**src/rtl/protobuf_field_encoder_top_defines.svh**
```systemverilog
// Assertion macros for the protobuf field encoder.
// Both sample on clk; the first is switched off while rst_n is low.
`ifndef PROTOBUF_FIELD_ENCODER_TOP_DEFINES_SVH
`define PROTOBUF_FIELD_ENCODER_TOP_DEFINES_SVH

`define PFE_CHECK(name, prop) \
  name: assert property (@(posedge clk) disable iff (!rst_n) prop) \
    else $error("pfe assertion failed");

`define PFE_CHECK_NR(name, prop) \
  name: assert property (@(posedge clk) prop) \
    else $error("pfe reset assertion failed");

`endif

```
**src/rtl/pfe_pkg.sv**
```systemverilog
// ----------------------------------------------------------------------------
// pfe_pkg
// Types, codes and helper functions shared by the protobuf field encoder.
// ----------------------------------------------------------------------------
package pfe_pkg;

  typedef enum logic [1:0] {
    REQ_VARINT  = 2'd0,
    REQ_LEN_HDR = 2'd1,
    REQ_RAW     = 2'd2,
    REQ_BARE    = 2'd3
  } req_type_t;

  localparam logic [2:0] WIRE_VARINT = 3'd0;
  localparam logic [2:0] WIRE_LEN    = 3'd2;
  localparam logic [7:0] CONT_BIT    = 8'h80;
  localparam logic [7:0] LOW_MASK    = 8'h7F;

  // one classified item, handed from front to back
  typedef struct packed {
    logic        has_tag;
    logic        raw;
    logic [31:0] tag;
    logic [2:0]  tag_cnt;
    logic [63:0] value;
    logic [3:0]  val_cnt;
  } cmd_t;

  // bytes needed by a 64-bit varint (1..10)
  function automatic logic [3:0] varint_len(input logic [63:0] v);
    logic [3:0] n;
    n = 4'd1;
    for (int i = 1; i < 10; i++) begin
      if ((v >> (7 * i)) != 64'd0) n = 4'(i + 1);
    end
    return n;
  endfunction

  // bytes needed by a 32-bit tag varint (1..5)
  function automatic logic [2:0] tag_len(input logic [31:0] t);
    logic [2:0] n;
    n = 3'd1;
    for (int i = 1; i < 5; i++) begin
      if ((t >> (7 * i)) != 32'd0) n = 3'(i + 1);
    end
    return n;
  endfunction

endpackage

```
**src/rtl/pfe_in_if.sv**
```systemverilog
// ----------------------------------------------------------------------------
// pfe_in_if
// Request channel: valid/ready with one encode request per beat.
// ----------------------------------------------------------------------------
interface pfe_in_if;
  logic        valid;
  logic        ready;
  logic [1:0]  req_type;
  logic [28:0] field_number;
  logic [63:0] value;
  logic [7:0]  payload_byte;

  modport source (output valid, req_type, field_number, value, payload_byte,
                  input ready);
  modport sink   (input valid, req_type, field_number, value, payload_byte,
                  output ready);
endinterface

```
**src/rtl/pfe_out_if.sv**
```systemverilog
// ----------------------------------------------------------------------------
// pfe_out_if
// Byte channel: valid/ready with one wire-format byte per beat.
// ----------------------------------------------------------------------------
interface pfe_out_if;
  logic       valid;
  logic       ready;
  logic [7:0] out_byte;
  logic       last_byte;

  modport source (output valid, out_byte, last_byte, input ready);
  modport sink   (input valid, out_byte, last_byte, output ready);
endinterface

```
**src/rtl/pfe_front.sv**
```systemverilog
// ----------------------------------------------------------------------------
// pfe_front
// Classifies each request: builds the tag and counts tag and value bytes.
// ----------------------------------------------------------------------------
module pfe_front (
  pfe_in_if.sink       in_ch,
  input  logic         q_ready,
  output logic         q_push,
  output pfe_pkg::cmd_t q_cmd
);
  import pfe_pkg::*;

  logic [2:0]  wire_type;
  logic [31:0] tag;

  assign in_ch.ready = q_ready;
  assign q_push      = in_ch.valid && q_ready;

  always_comb begin
    wire_type = WIRE_VARINT;
    q_cmd.has_tag = 1'b0;
    q_cmd.raw     = 1'b0;
    q_cmd.value   = in_ch.value;
    case (req_type_t'(in_ch.req_type))
      REQ_VARINT: begin
        q_cmd.has_tag = 1'b1;
      end
      REQ_LEN_HDR: begin
        q_cmd.has_tag = 1'b1;
        wire_type     = WIRE_LEN;
      end
      REQ_RAW: begin
        q_cmd.raw   = 1'b1;
        q_cmd.value = {56'd0, in_ch.payload_byte};
      end
      REQ_BARE: begin
        q_cmd.has_tag = 1'b0;
      end
      default: begin
        q_cmd.has_tag = 1'b0;
      end
    endcase
    tag           = {in_ch.field_number, wire_type};
    q_cmd.tag     = tag;
    q_cmd.tag_cnt = tag_len(tag);
    q_cmd.val_cnt = varint_len(in_ch.value);
  end

endmodule

```
**src/rtl/pfe_queue.sv**
```systemverilog
// ----------------------------------------------------------------------------
// pfe_queue
// Two-entry queue of classified items between front and back.
// ----------------------------------------------------------------------------
module pfe_queue (
  input  logic          clk,
  input  logic          rst_n,
  input  logic          push,
  input  pfe_pkg::cmd_t push_cmd,
  output logic          push_ready,
  input  logic          pop,
  output logic          head_valid,
  output pfe_pkg::cmd_t head_cmd
);
  import pfe_pkg::*;

  cmd_t       mem_r [2];
  logic       wr_ptr_r, wr_ptr_nxt;
  logic       rd_ptr_r, rd_ptr_nxt;
  logic [1:0] count_r, count_nxt;

  assign push_ready = (count_r != 2'd2);
  assign head_valid = (count_r != 2'd0);
  assign head_cmd   = mem_r[rd_ptr_r];

  always_comb begin
    wr_ptr_nxt = push ? ~wr_ptr_r : wr_ptr_r;
    rd_ptr_nxt = pop  ? ~rd_ptr_r : rd_ptr_r;
    count_nxt  = count_r + 2'(push) - 2'(pop);
  end

  always_ff @(posedge clk) begin
    if (!rst_n) begin
      wr_ptr_r <= 1'b0;
      rd_ptr_r <= 1'b0;
      count_r  <= 2'd0;
    end else begin
      wr_ptr_r <= wr_ptr_nxt;
      rd_ptr_r <= rd_ptr_nxt;
      count_r  <= count_nxt;
    end
  end

  always_ff @(posedge clk) begin
    if (push) begin
      mem_r[wr_ptr_r] <= push_cmd;
    end
  end

endmodule

```
**src/rtl/pfe_back.sv**
```systemverilog
// ----------------------------------------------------------------------------
// pfe_back
// Serialises one classified item into tag and value varint bytes or a raw payload byte.
// ----------------------------------------------------------------------------
module pfe_back (
  input  logic          clk,
  input  logic          rst_n,
  input  logic          q_valid,
  input  pfe_pkg::cmd_t q_cmd,
  output logic          q_pop,
  pfe_out_if.source     out_ch
);
  import pfe_pkg::*;
  `include "protobuf_field_encoder_top_defines.svh"

  logic        cur_valid_r, cur_valid_nxt;
  logic        phase_tag_r, phase_tag_nxt;
  logic        raw_r, raw_nxt;
  logic [31:0] tag_sh_r, tag_sh_nxt;
  logic [2:0]  tag_cnt_r, tag_cnt_nxt;
  logic [63:0] val_sh_r, val_sh_nxt;
  logic [3:0]  val_cnt_r, val_cnt_nxt;

  logic        out_valid_r, out_valid_nxt;
  logic [7:0]  out_byte_r, out_byte_nxt;
  logic        out_last_r, out_last_nxt;

  logic        out_free;
  logic        emit;
  logic        cur_done;
  logic [7:0]  b_byte;
  logic        b_last;

  assign out_free = !out_valid_r || out_ch.ready;
  assign emit     = cur_valid_r && out_free;
  assign cur_done = emit && b_last;
  assign q_pop    = q_valid && (!cur_valid_r || cur_done);

  // byte chosen from the working item
  always_comb begin
    if (phase_tag_r) begin
      b_byte = (tag_cnt_r != 3'd1) ? (CONT_BIT | {1'b0, tag_sh_r[6:0]})
                                   : {1'b0, tag_sh_r[6:0]};
      b_last = 1'b0;
    end else if (raw_r) begin
      b_byte = val_sh_r[7:0];
      b_last = 1'b1;
    end else begin
      b_byte = (val_cnt_r != 4'd1) ? (CONT_BIT | (LOW_MASK & val_sh_r[7:0]))
                                   : (LOW_MASK & val_sh_r[7:0]);
      b_last = (val_cnt_r == 4'd1);
    end
  end

  always_comb begin
    cur_valid_nxt = cur_valid_r;
    phase_tag_nxt = phase_tag_r;
    raw_nxt       = raw_r;
    tag_sh_nxt    = tag_sh_r;
    tag_cnt_nxt   = tag_cnt_r;
    val_sh_nxt    = val_sh_r;
    val_cnt_nxt   = val_cnt_r;
    if (q_pop) begin
      cur_valid_nxt = 1'b1;
      phase_tag_nxt = q_cmd.has_tag;
      raw_nxt       = q_cmd.raw;
      tag_sh_nxt    = q_cmd.tag;
      tag_cnt_nxt   = q_cmd.tag_cnt;
      val_sh_nxt    = q_cmd.value;
      val_cnt_nxt   = q_cmd.val_cnt;
    end else if (cur_done) begin
      cur_valid_nxt = 1'b0;
    end else if (emit) begin
      if (phase_tag_r) begin
        tag_sh_nxt  = {7'd0, tag_sh_r[31:7]};
        tag_cnt_nxt = tag_cnt_r - 3'd1;
        if (tag_cnt_r == 3'd1) phase_tag_nxt = 1'b0;
      end else begin
        val_sh_nxt  = {7'd0, val_sh_r[63:7]};
        val_cnt_nxt = val_cnt_r - 4'd1;
      end
    end
  end

  // output register
  always_comb begin
    out_valid_nxt = out_valid_r;
    out_byte_nxt  = out_byte_r;
    out_last_nxt  = out_last_r;
    if (emit) begin
      out_valid_nxt = 1'b1;
      out_byte_nxt  = b_byte;
      out_last_nxt  = b_last;
    end else if (out_ch.ready) begin
      out_valid_nxt = 1'b0;
    end
  end

  always_ff @(posedge clk) begin
    if (!rst_n) begin
      cur_valid_r <= 1'b0;
      out_valid_r <= 1'b0;
      phase_tag_r <= 1'b0;
    end else begin
      cur_valid_r <= cur_valid_nxt;
      out_valid_r <= out_valid_nxt;
      phase_tag_r <= phase_tag_nxt;
    end
  end

  always_ff @(posedge clk) begin
    raw_r      <= raw_nxt;
    tag_sh_r   <= tag_sh_nxt;
    tag_cnt_r  <= tag_cnt_nxt;
    val_sh_r   <= val_sh_nxt;
    val_cnt_r  <= val_cnt_nxt;
    out_byte_r <= out_byte_nxt;
    out_last_r <= out_last_nxt;
  end

  assign out_ch.valid     = out_valid_r;
  assign out_ch.out_byte  = out_byte_r;
  assign out_ch.last_byte = out_last_r;

  `PFE_CHECK(a_tag_phase_live, phase_tag_r |-> (cur_valid_r && tag_cnt_r != 3'd0))
  `PFE_CHECK(a_last_not_tag, (emit && b_last) |-> !phase_tag_r)
  `PFE_CHECK(a_val_cnt_live, (cur_valid_r && !phase_tag_r && !raw_r) |-> val_cnt_r != 4'd0)
  `PFE_CHECK_NR(a_reset_idle, !rst_n |=> (!cur_valid_r && !out_valid_r && !phase_tag_r))

endmodule

```
**src/rtl/protobuf_field_encoder_top.sv**
```systemverilog
// An item's first byte reaches out_ch via the queue, working and output registers.
// Throughput: one byte per cycle while out_ch is ready; an item is 1 to 15 bytes
//   (tag bytes plus value bytes), sent by the single byte serialiser.
// Raw payload items therefore sustain one item per cycle while out_ch is ready.
// Reset: synchronous active-low rst_n empties the queue, the serialiser and
//   the output register.
// ----------------------------------------------------------------------------
// protobuf_field_encoder_top
// Protocol buffer wire-format field encoder: classifier, queue, serialiser.
// ----------------------------------------------------------------------------
module protobuf_field_encoder_top (
  input  logic      clk,
  input  logic      rst_n,
  pfe_in_if.sink    in_ch,
  pfe_out_if.source out_ch
);
  import pfe_pkg::*;

  logic q_ready;
  logic q_push;
  cmd_t push_cmd;
  logic q_pop;
  logic head_valid;
  cmd_t head_cmd;

  pfe_front u_front (
    .in_ch   (in_ch),
    .q_ready (q_ready),
    .q_push  (q_push),
    .q_cmd   (push_cmd)
  );

  pfe_queue u_queue (
    .clk        (clk),
    .rst_n      (rst_n),
    .push       (q_push),
    .push_cmd   (push_cmd),
    .push_ready (q_ready),
    .pop        (q_pop),
    .head_valid (head_valid),
    .head_cmd   (head_cmd)
  );

  pfe_back u_back (
    .clk     (clk),
    .rst_n   (rst_n),
    .q_valid (head_valid),
    .q_cmd   (head_cmd),
    .q_pop   (q_pop),
    .out_ch  (out_ch)
  );

endmodule

```
**src/flat_wrapper.sv**
```systemverilog
// flat-port wrapper written by rule: the top's interface ports become plain ports
module protobuf_field_encoder_top_flat import pfe_pkg::*;
  (clk, rst_n, in_ch_valid, in_ch_req_type, in_ch_field_number, in_ch_value, in_ch_payload_byte, in_ch_ready, out_ch_valid, out_ch_out_byte, out_ch_last_byte, out_ch_ready);
  pfe_in_if in_ch_i ();
  pfe_out_if out_ch_i ();
  input  logic clk;
  input  logic rst_n;
  input wire logic [$bits(in_ch_i.valid)-1:0] in_ch_valid;
  input wire logic [$bits(in_ch_i.req_type)-1:0] in_ch_req_type;
  input wire logic [$bits(in_ch_i.field_number)-1:0] in_ch_field_number;
  input wire logic [$bits(in_ch_i.value)-1:0] in_ch_value;
  input wire logic [$bits(in_ch_i.payload_byte)-1:0] in_ch_payload_byte;
  output wire logic [$bits(in_ch_i.ready)-1:0] in_ch_ready;
  output wire logic [$bits(out_ch_i.valid)-1:0] out_ch_valid;
  output wire logic [$bits(out_ch_i.out_byte)-1:0] out_ch_out_byte;
  output wire logic [$bits(out_ch_i.last_byte)-1:0] out_ch_last_byte;
  input wire logic [$bits(out_ch_i.ready)-1:0] out_ch_ready;
  assign in_ch_i.valid = in_ch_valid;
  assign in_ch_i.req_type = in_ch_req_type;
  assign in_ch_i.field_number = in_ch_field_number;
  assign in_ch_i.value = in_ch_value;
  assign in_ch_i.payload_byte = in_ch_payload_byte;
  assign in_ch_ready = in_ch_i.ready;
  assign out_ch_valid = out_ch_i.valid;
  assign out_ch_out_byte = out_ch_i.out_byte;
  assign out_ch_last_byte = out_ch_i.last_byte;
  assign out_ch_i.ready = out_ch_ready;
  protobuf_field_encoder_top u_core (.clk(clk), .rst_n(rst_n), .in_ch(in_ch_i), .out_ch(out_ch_i));
endmodule
```
**config.mk**
```make
export PLATFORM = sky130hd
export DESIGN_NAME = protobuf_field_encoder_top_flat
export DESIGN_NICKNAME = d
export VERILOG_FILES = /design/src/rtl/pfe_pkg.sv /design/src/rtl/pfe_in_if.sv /design/src/rtl/pfe_out_if.sv /design/src/rtl/pfe_front.sv /design/src/rtl/pfe_queue.sv /design/src/rtl/pfe_back.sv /design/src/rtl/protobuf_field_encoder_top.sv /design/src/flat_wrapper.sv
export VERILOG_INCLUDE_DIRS = /design/src /design/src/rtl
export SDC_FILE = /design/constraint.sdc
export NUM_CORES = 1
export LEC_CHECK = 0
export BUFFER_PORTS_ARGS = -buffer_cell sky130_fd_sc_hd__buf_2
export CAP_MARGIN = 0
export CORE_MARGIN = 4
export CORE_UTILIZATION = 35
export DETAILED_ROUTE_END_ITERATION = 8
export GPL_TIMING_DRIVEN = 0
export PLACE_DENSITY_LB_ADDON = 0.15
export SLEW_MARGIN = 20
export SYNTH_ARGS = -nofsm -noshare
export SYNTH_HDL_FRONTEND = slang
export SYNTH_SLANG_ARGS = --single-unit
```
**constraint.sdc**
```tcl
create_clock -name clk -period 5.06 [get_ports clk]
set_input_delay 0.253 -clock clk [delete_from_list [all_inputs] [get_ports clk]]
set_output_delay 0.253 -clock clk [all_outputs]
set_load 0.05 [all_outputs]
```
==> metrics <==
RSZ-0062 raised after global routing false; design area approximately 16000 um^2; Slew HR 0.256; multi-input logic area around 3100 um^2; Overflow after GRT 0; vias per cell 4.73; met1 WL 13400 um; post-synthesis cell type count 43; layout cells sized above 1 0.198; Logic pwr share 0.285; Avg Cell Area, Syn between 15 and 20 um^2; total area of sequential cells roughly 9700 um^2; Tot Pwr 9.37 mW; Fin. Hold Viols 0; # setup viols final 0; commonest cells after routing, fill and taps aside 319 x edfxtp_1, 135 x buf_2, 112 x nand2_1; clock latency on the worst-skew pair 0.50 ns; final slew viol count 0; pin count of the biggest net entering global routing between 50 and 60; uppermost layer routed met4; die width 201 um; fin crit share 0.606; fillers 3348; Critical Path AT 3.46 ns; Layout Utilization 0.431; nature of the critical path endpoint flip-flop; Least-Margin Pin Slew approximately 1.1 ns; Core ar. about 37000 um^2; Int Pwr 6.46 mW; overall routed net length around 28000 um; Seq/Total Area, Yosys 0.746; post-synth net total 965; first-pass GRT wire length 43200 um; Post-DP Area 14500 um^2; kind of critical path reg2reg; Worst R2R Path Depth 13; power per cell area 593 nW/um^2; gr usage total 0.137; crit path to u_core.u_queue.count_r[1]; drt first pass iters 4; worst hold slack 0.0665 ns; Post-DRT Antenna Nets 0; status complete, no violations; Sw Pwr 2.91 mW; global placement routability congestion 0.718; Max-Cap Viols 0; worst hold path class in2reg; Clock Sinks 327; most common cell after layout, fill and taps aside edfxtp_1; Setup crit start kind flip-flop; TritonCTS buffer count 35; Chip Height 201 um; Mapped Area 13100 um^2; critical path fanouts, max 10; area delta synth->final 21.1%; launch point of the worst reg-to-reg path u_core.u_back.val_cnt_r[0]; EDFF count, synth 319; Tmin final 3.07 ns; initial detailed-routing violation count ~500; #FFs+latches synth roughly 330; Inserted Diodes 0; via count 7248; hold path start in_ch_value[30]; Clk pin slew, worst setup/hold paths approximately 0.06 ns; Clock Tree Buf Depth 3; Initial Utilization 0.356; P_leak around 5.6 nW; Main synth FF type edfxtp_1; Root Driver clkbuf_16; DRC viols 0; Ys Warns 0; DR WL met3 1220 um; flop-to-flop setup slack 1.99 ns; skew final roughly 0.015 ns; post-synthesis async set-or-reset flop share 0; Sw Ratio 0.310; H-tree Lvls 2; row count 70; CTS tree built; nets ~1200; Detailed Place HPWL a little under 20000 um; Die Area 40400 um^2; clock group share of total power 0.251; Syn Inst Count 852; Routed WL per cell 18.5 um; io pins between 100 and 150; register share of total power 0.464; Highest Clock Rate 0.326 GHz; metal2 WL ~13000 um; worst setup path startpoint u_core.u_back.val_cnt_r[0]; initial antenna violation count 0; Max VDD drop approximately 0.00023 V; port buffer count 117; Critical Path RT 5.45 ns; number of global-route vias before repair 7489; TNS Setup 0 ns; reg2reg end u_core.u_queue.count_r[1]
==> final cells by class <==
cell class	count	area share
Sequential cell	327	0.616
Multi-Input combinational cell	475	0.194
Timing Repair Buffer	155	0.0697
Clock buffer	51	0.0645
Tap cell	468	0.0371
Buffer	41	0.0145
Inverter	9	0.00214
Clock inverter	5	0.00150
==> worst min path at each step <==
stage | to | slack [ns] | cells past startpoint
2_1_floorplan | u_core.u_queue.mem_r[0][100] | 0.35 | 0
3_3_place_gp | u_core.u_queue.mem_r[1][76] | 0.44 | 1
3_5_place_dp | u_core.u_queue.mem_r[0][74] | 0.45 | 1
4_1_cts | u_core.u_queue.mem_r[1][6] | 0.03 | 3
5_1_grt | u_core.u_queue.mem_r[0][48] | 0.05 | 2
6_report | u_core.u_queue.mem_r[1][34] | 0.07 | 2
==> cells in the mapped netlist (all sizes together) (2+ instances only) <==
| library cell | n | area (um^2) |
|---|---|---|
| and2 | 63 | 394 |
| nand4 | 5 | 31.3 |
| a41o | 2 | 20.0 |
| dfxtp | 8 | 160 |
| mux2 | 8 | 90.1 |
| xor2 | 2 | 17.5 |
| inv | 8 | 30.0 |
| o211ai | 2 | 15.0 |
| nand3b | 2 | 15.0 |
| mux2i | 97 | 971 |
| a21oi | 6 | 30.0 |
| or4 | 2 | 15.0 |
| o21ai | 83 | 415 |
| and3 | 2 | 12.5 |
| edfxtp | 319 | 9580 |
| nand2 | 114 | 428 |
| nor3 | 10 | 50.1 |
| nor2 | 22 | 82.6 |
| o21a | 2 | 15.0 |
| a211oi | 6 | 45.0 |
| ha | 6 | 75.1 |
| buf | 25 | 169 |
| xnor2 | 5 | 43.8 |
| nand2b | 3 | 18.8 |
| nor4 | 12 | 81.3 |
| nor3b | 3 | 38.8 |
| nor2b | 9 | 56.3 |
| clkbuf | 16 | 60.1 |
==> registers in the layout, indices dropped and copies added (netlist names), 2 cells and up, named ones only <==
| register | cells |
|---|---|
| u_core.u_back.tag_cnt_r | 3 |
| u_core.u_back.out_ch.out_byte | 8 |
| u_core.u_back.tag_sh_r | 32 |
| u_core.u_queue.count_r | 2 |
| u_core.u_queue.mem_r | 206 |
| u_core.u_back.val_sh_r | 64 |
| u_core.u_back.val_cnt_r | 4 |
==> logic make-up (layout without fill, tap and decap cells) <==
| kind of cell | after synthesis | count (layout) | synth area share |
|---|---|---|---|
| flip-flops | 327 | 327 | 0.746 |
| AND/OR/NAND/NOR | 250 | 250 | 0.0951 |
| AO/OA/AOI/OAI | 107 | 107 | 0.0467 |
| multiplexers | 105 | 105 | 0.0813 |
| buffers and inverters | 50 | 261 | 0.0201 |
| XOR/XNOR | 7 | 7 | 0.00470 |
| adder cells (fa/ha/maj) | 6 | 6 | 0.00575 |
==> metal layers <==
layer,GRT usage,up-vias
met1,0.196,3523
met4,0.0339,0
met2,0.220,138
met5,0,-
li1,-,3555
met3,0.0248,32
==> repair_timing <==
item,4_1_cts,5_1_grt
buffers inserted,0,0
resized for setup,0,0
endpoints found under the hold margin,58,0
hold buffers,29,0
==> metrics by stage <==
stage               cells  setup WS [ns]
global placement     1437         -0.895
finish               1531           1.99
global route         1531           1.79
detailed placement   1446           1.96
CTS                  1531           1.96
floorplan             852          0.930
==> worst max-delay path: stages, from the launching register on <==
cell and delay (ns):
edfxtp_1 0.44, ha_1 0.23, nor3b_4 0.16, o2111ai_4 0.40, buf_6 0.24, buf_6 0.18
buf_2 0.30, inv_1 0.12, ha_1 0.28, inv_1 0.04, ha_1 0.18, xnor2_1 0.13
xnor2_1 0.12, and2_1 0.14
==> power by group through the flow <==
stage	clock, mW	sequential (mW)	combinational, mW
2_1_floorplan	0	4.48	1.67
3_3_place_gp	0	4.50	2.54
3_5_place_dp	0	4.41	2.73
4_1_cts	2.43	4.36	2.75
5_1_grt	2.53	4.41	2.99
6_report	2.35	4.35	2.67
No activity file was read; power rests on OpenSTA's default activity.
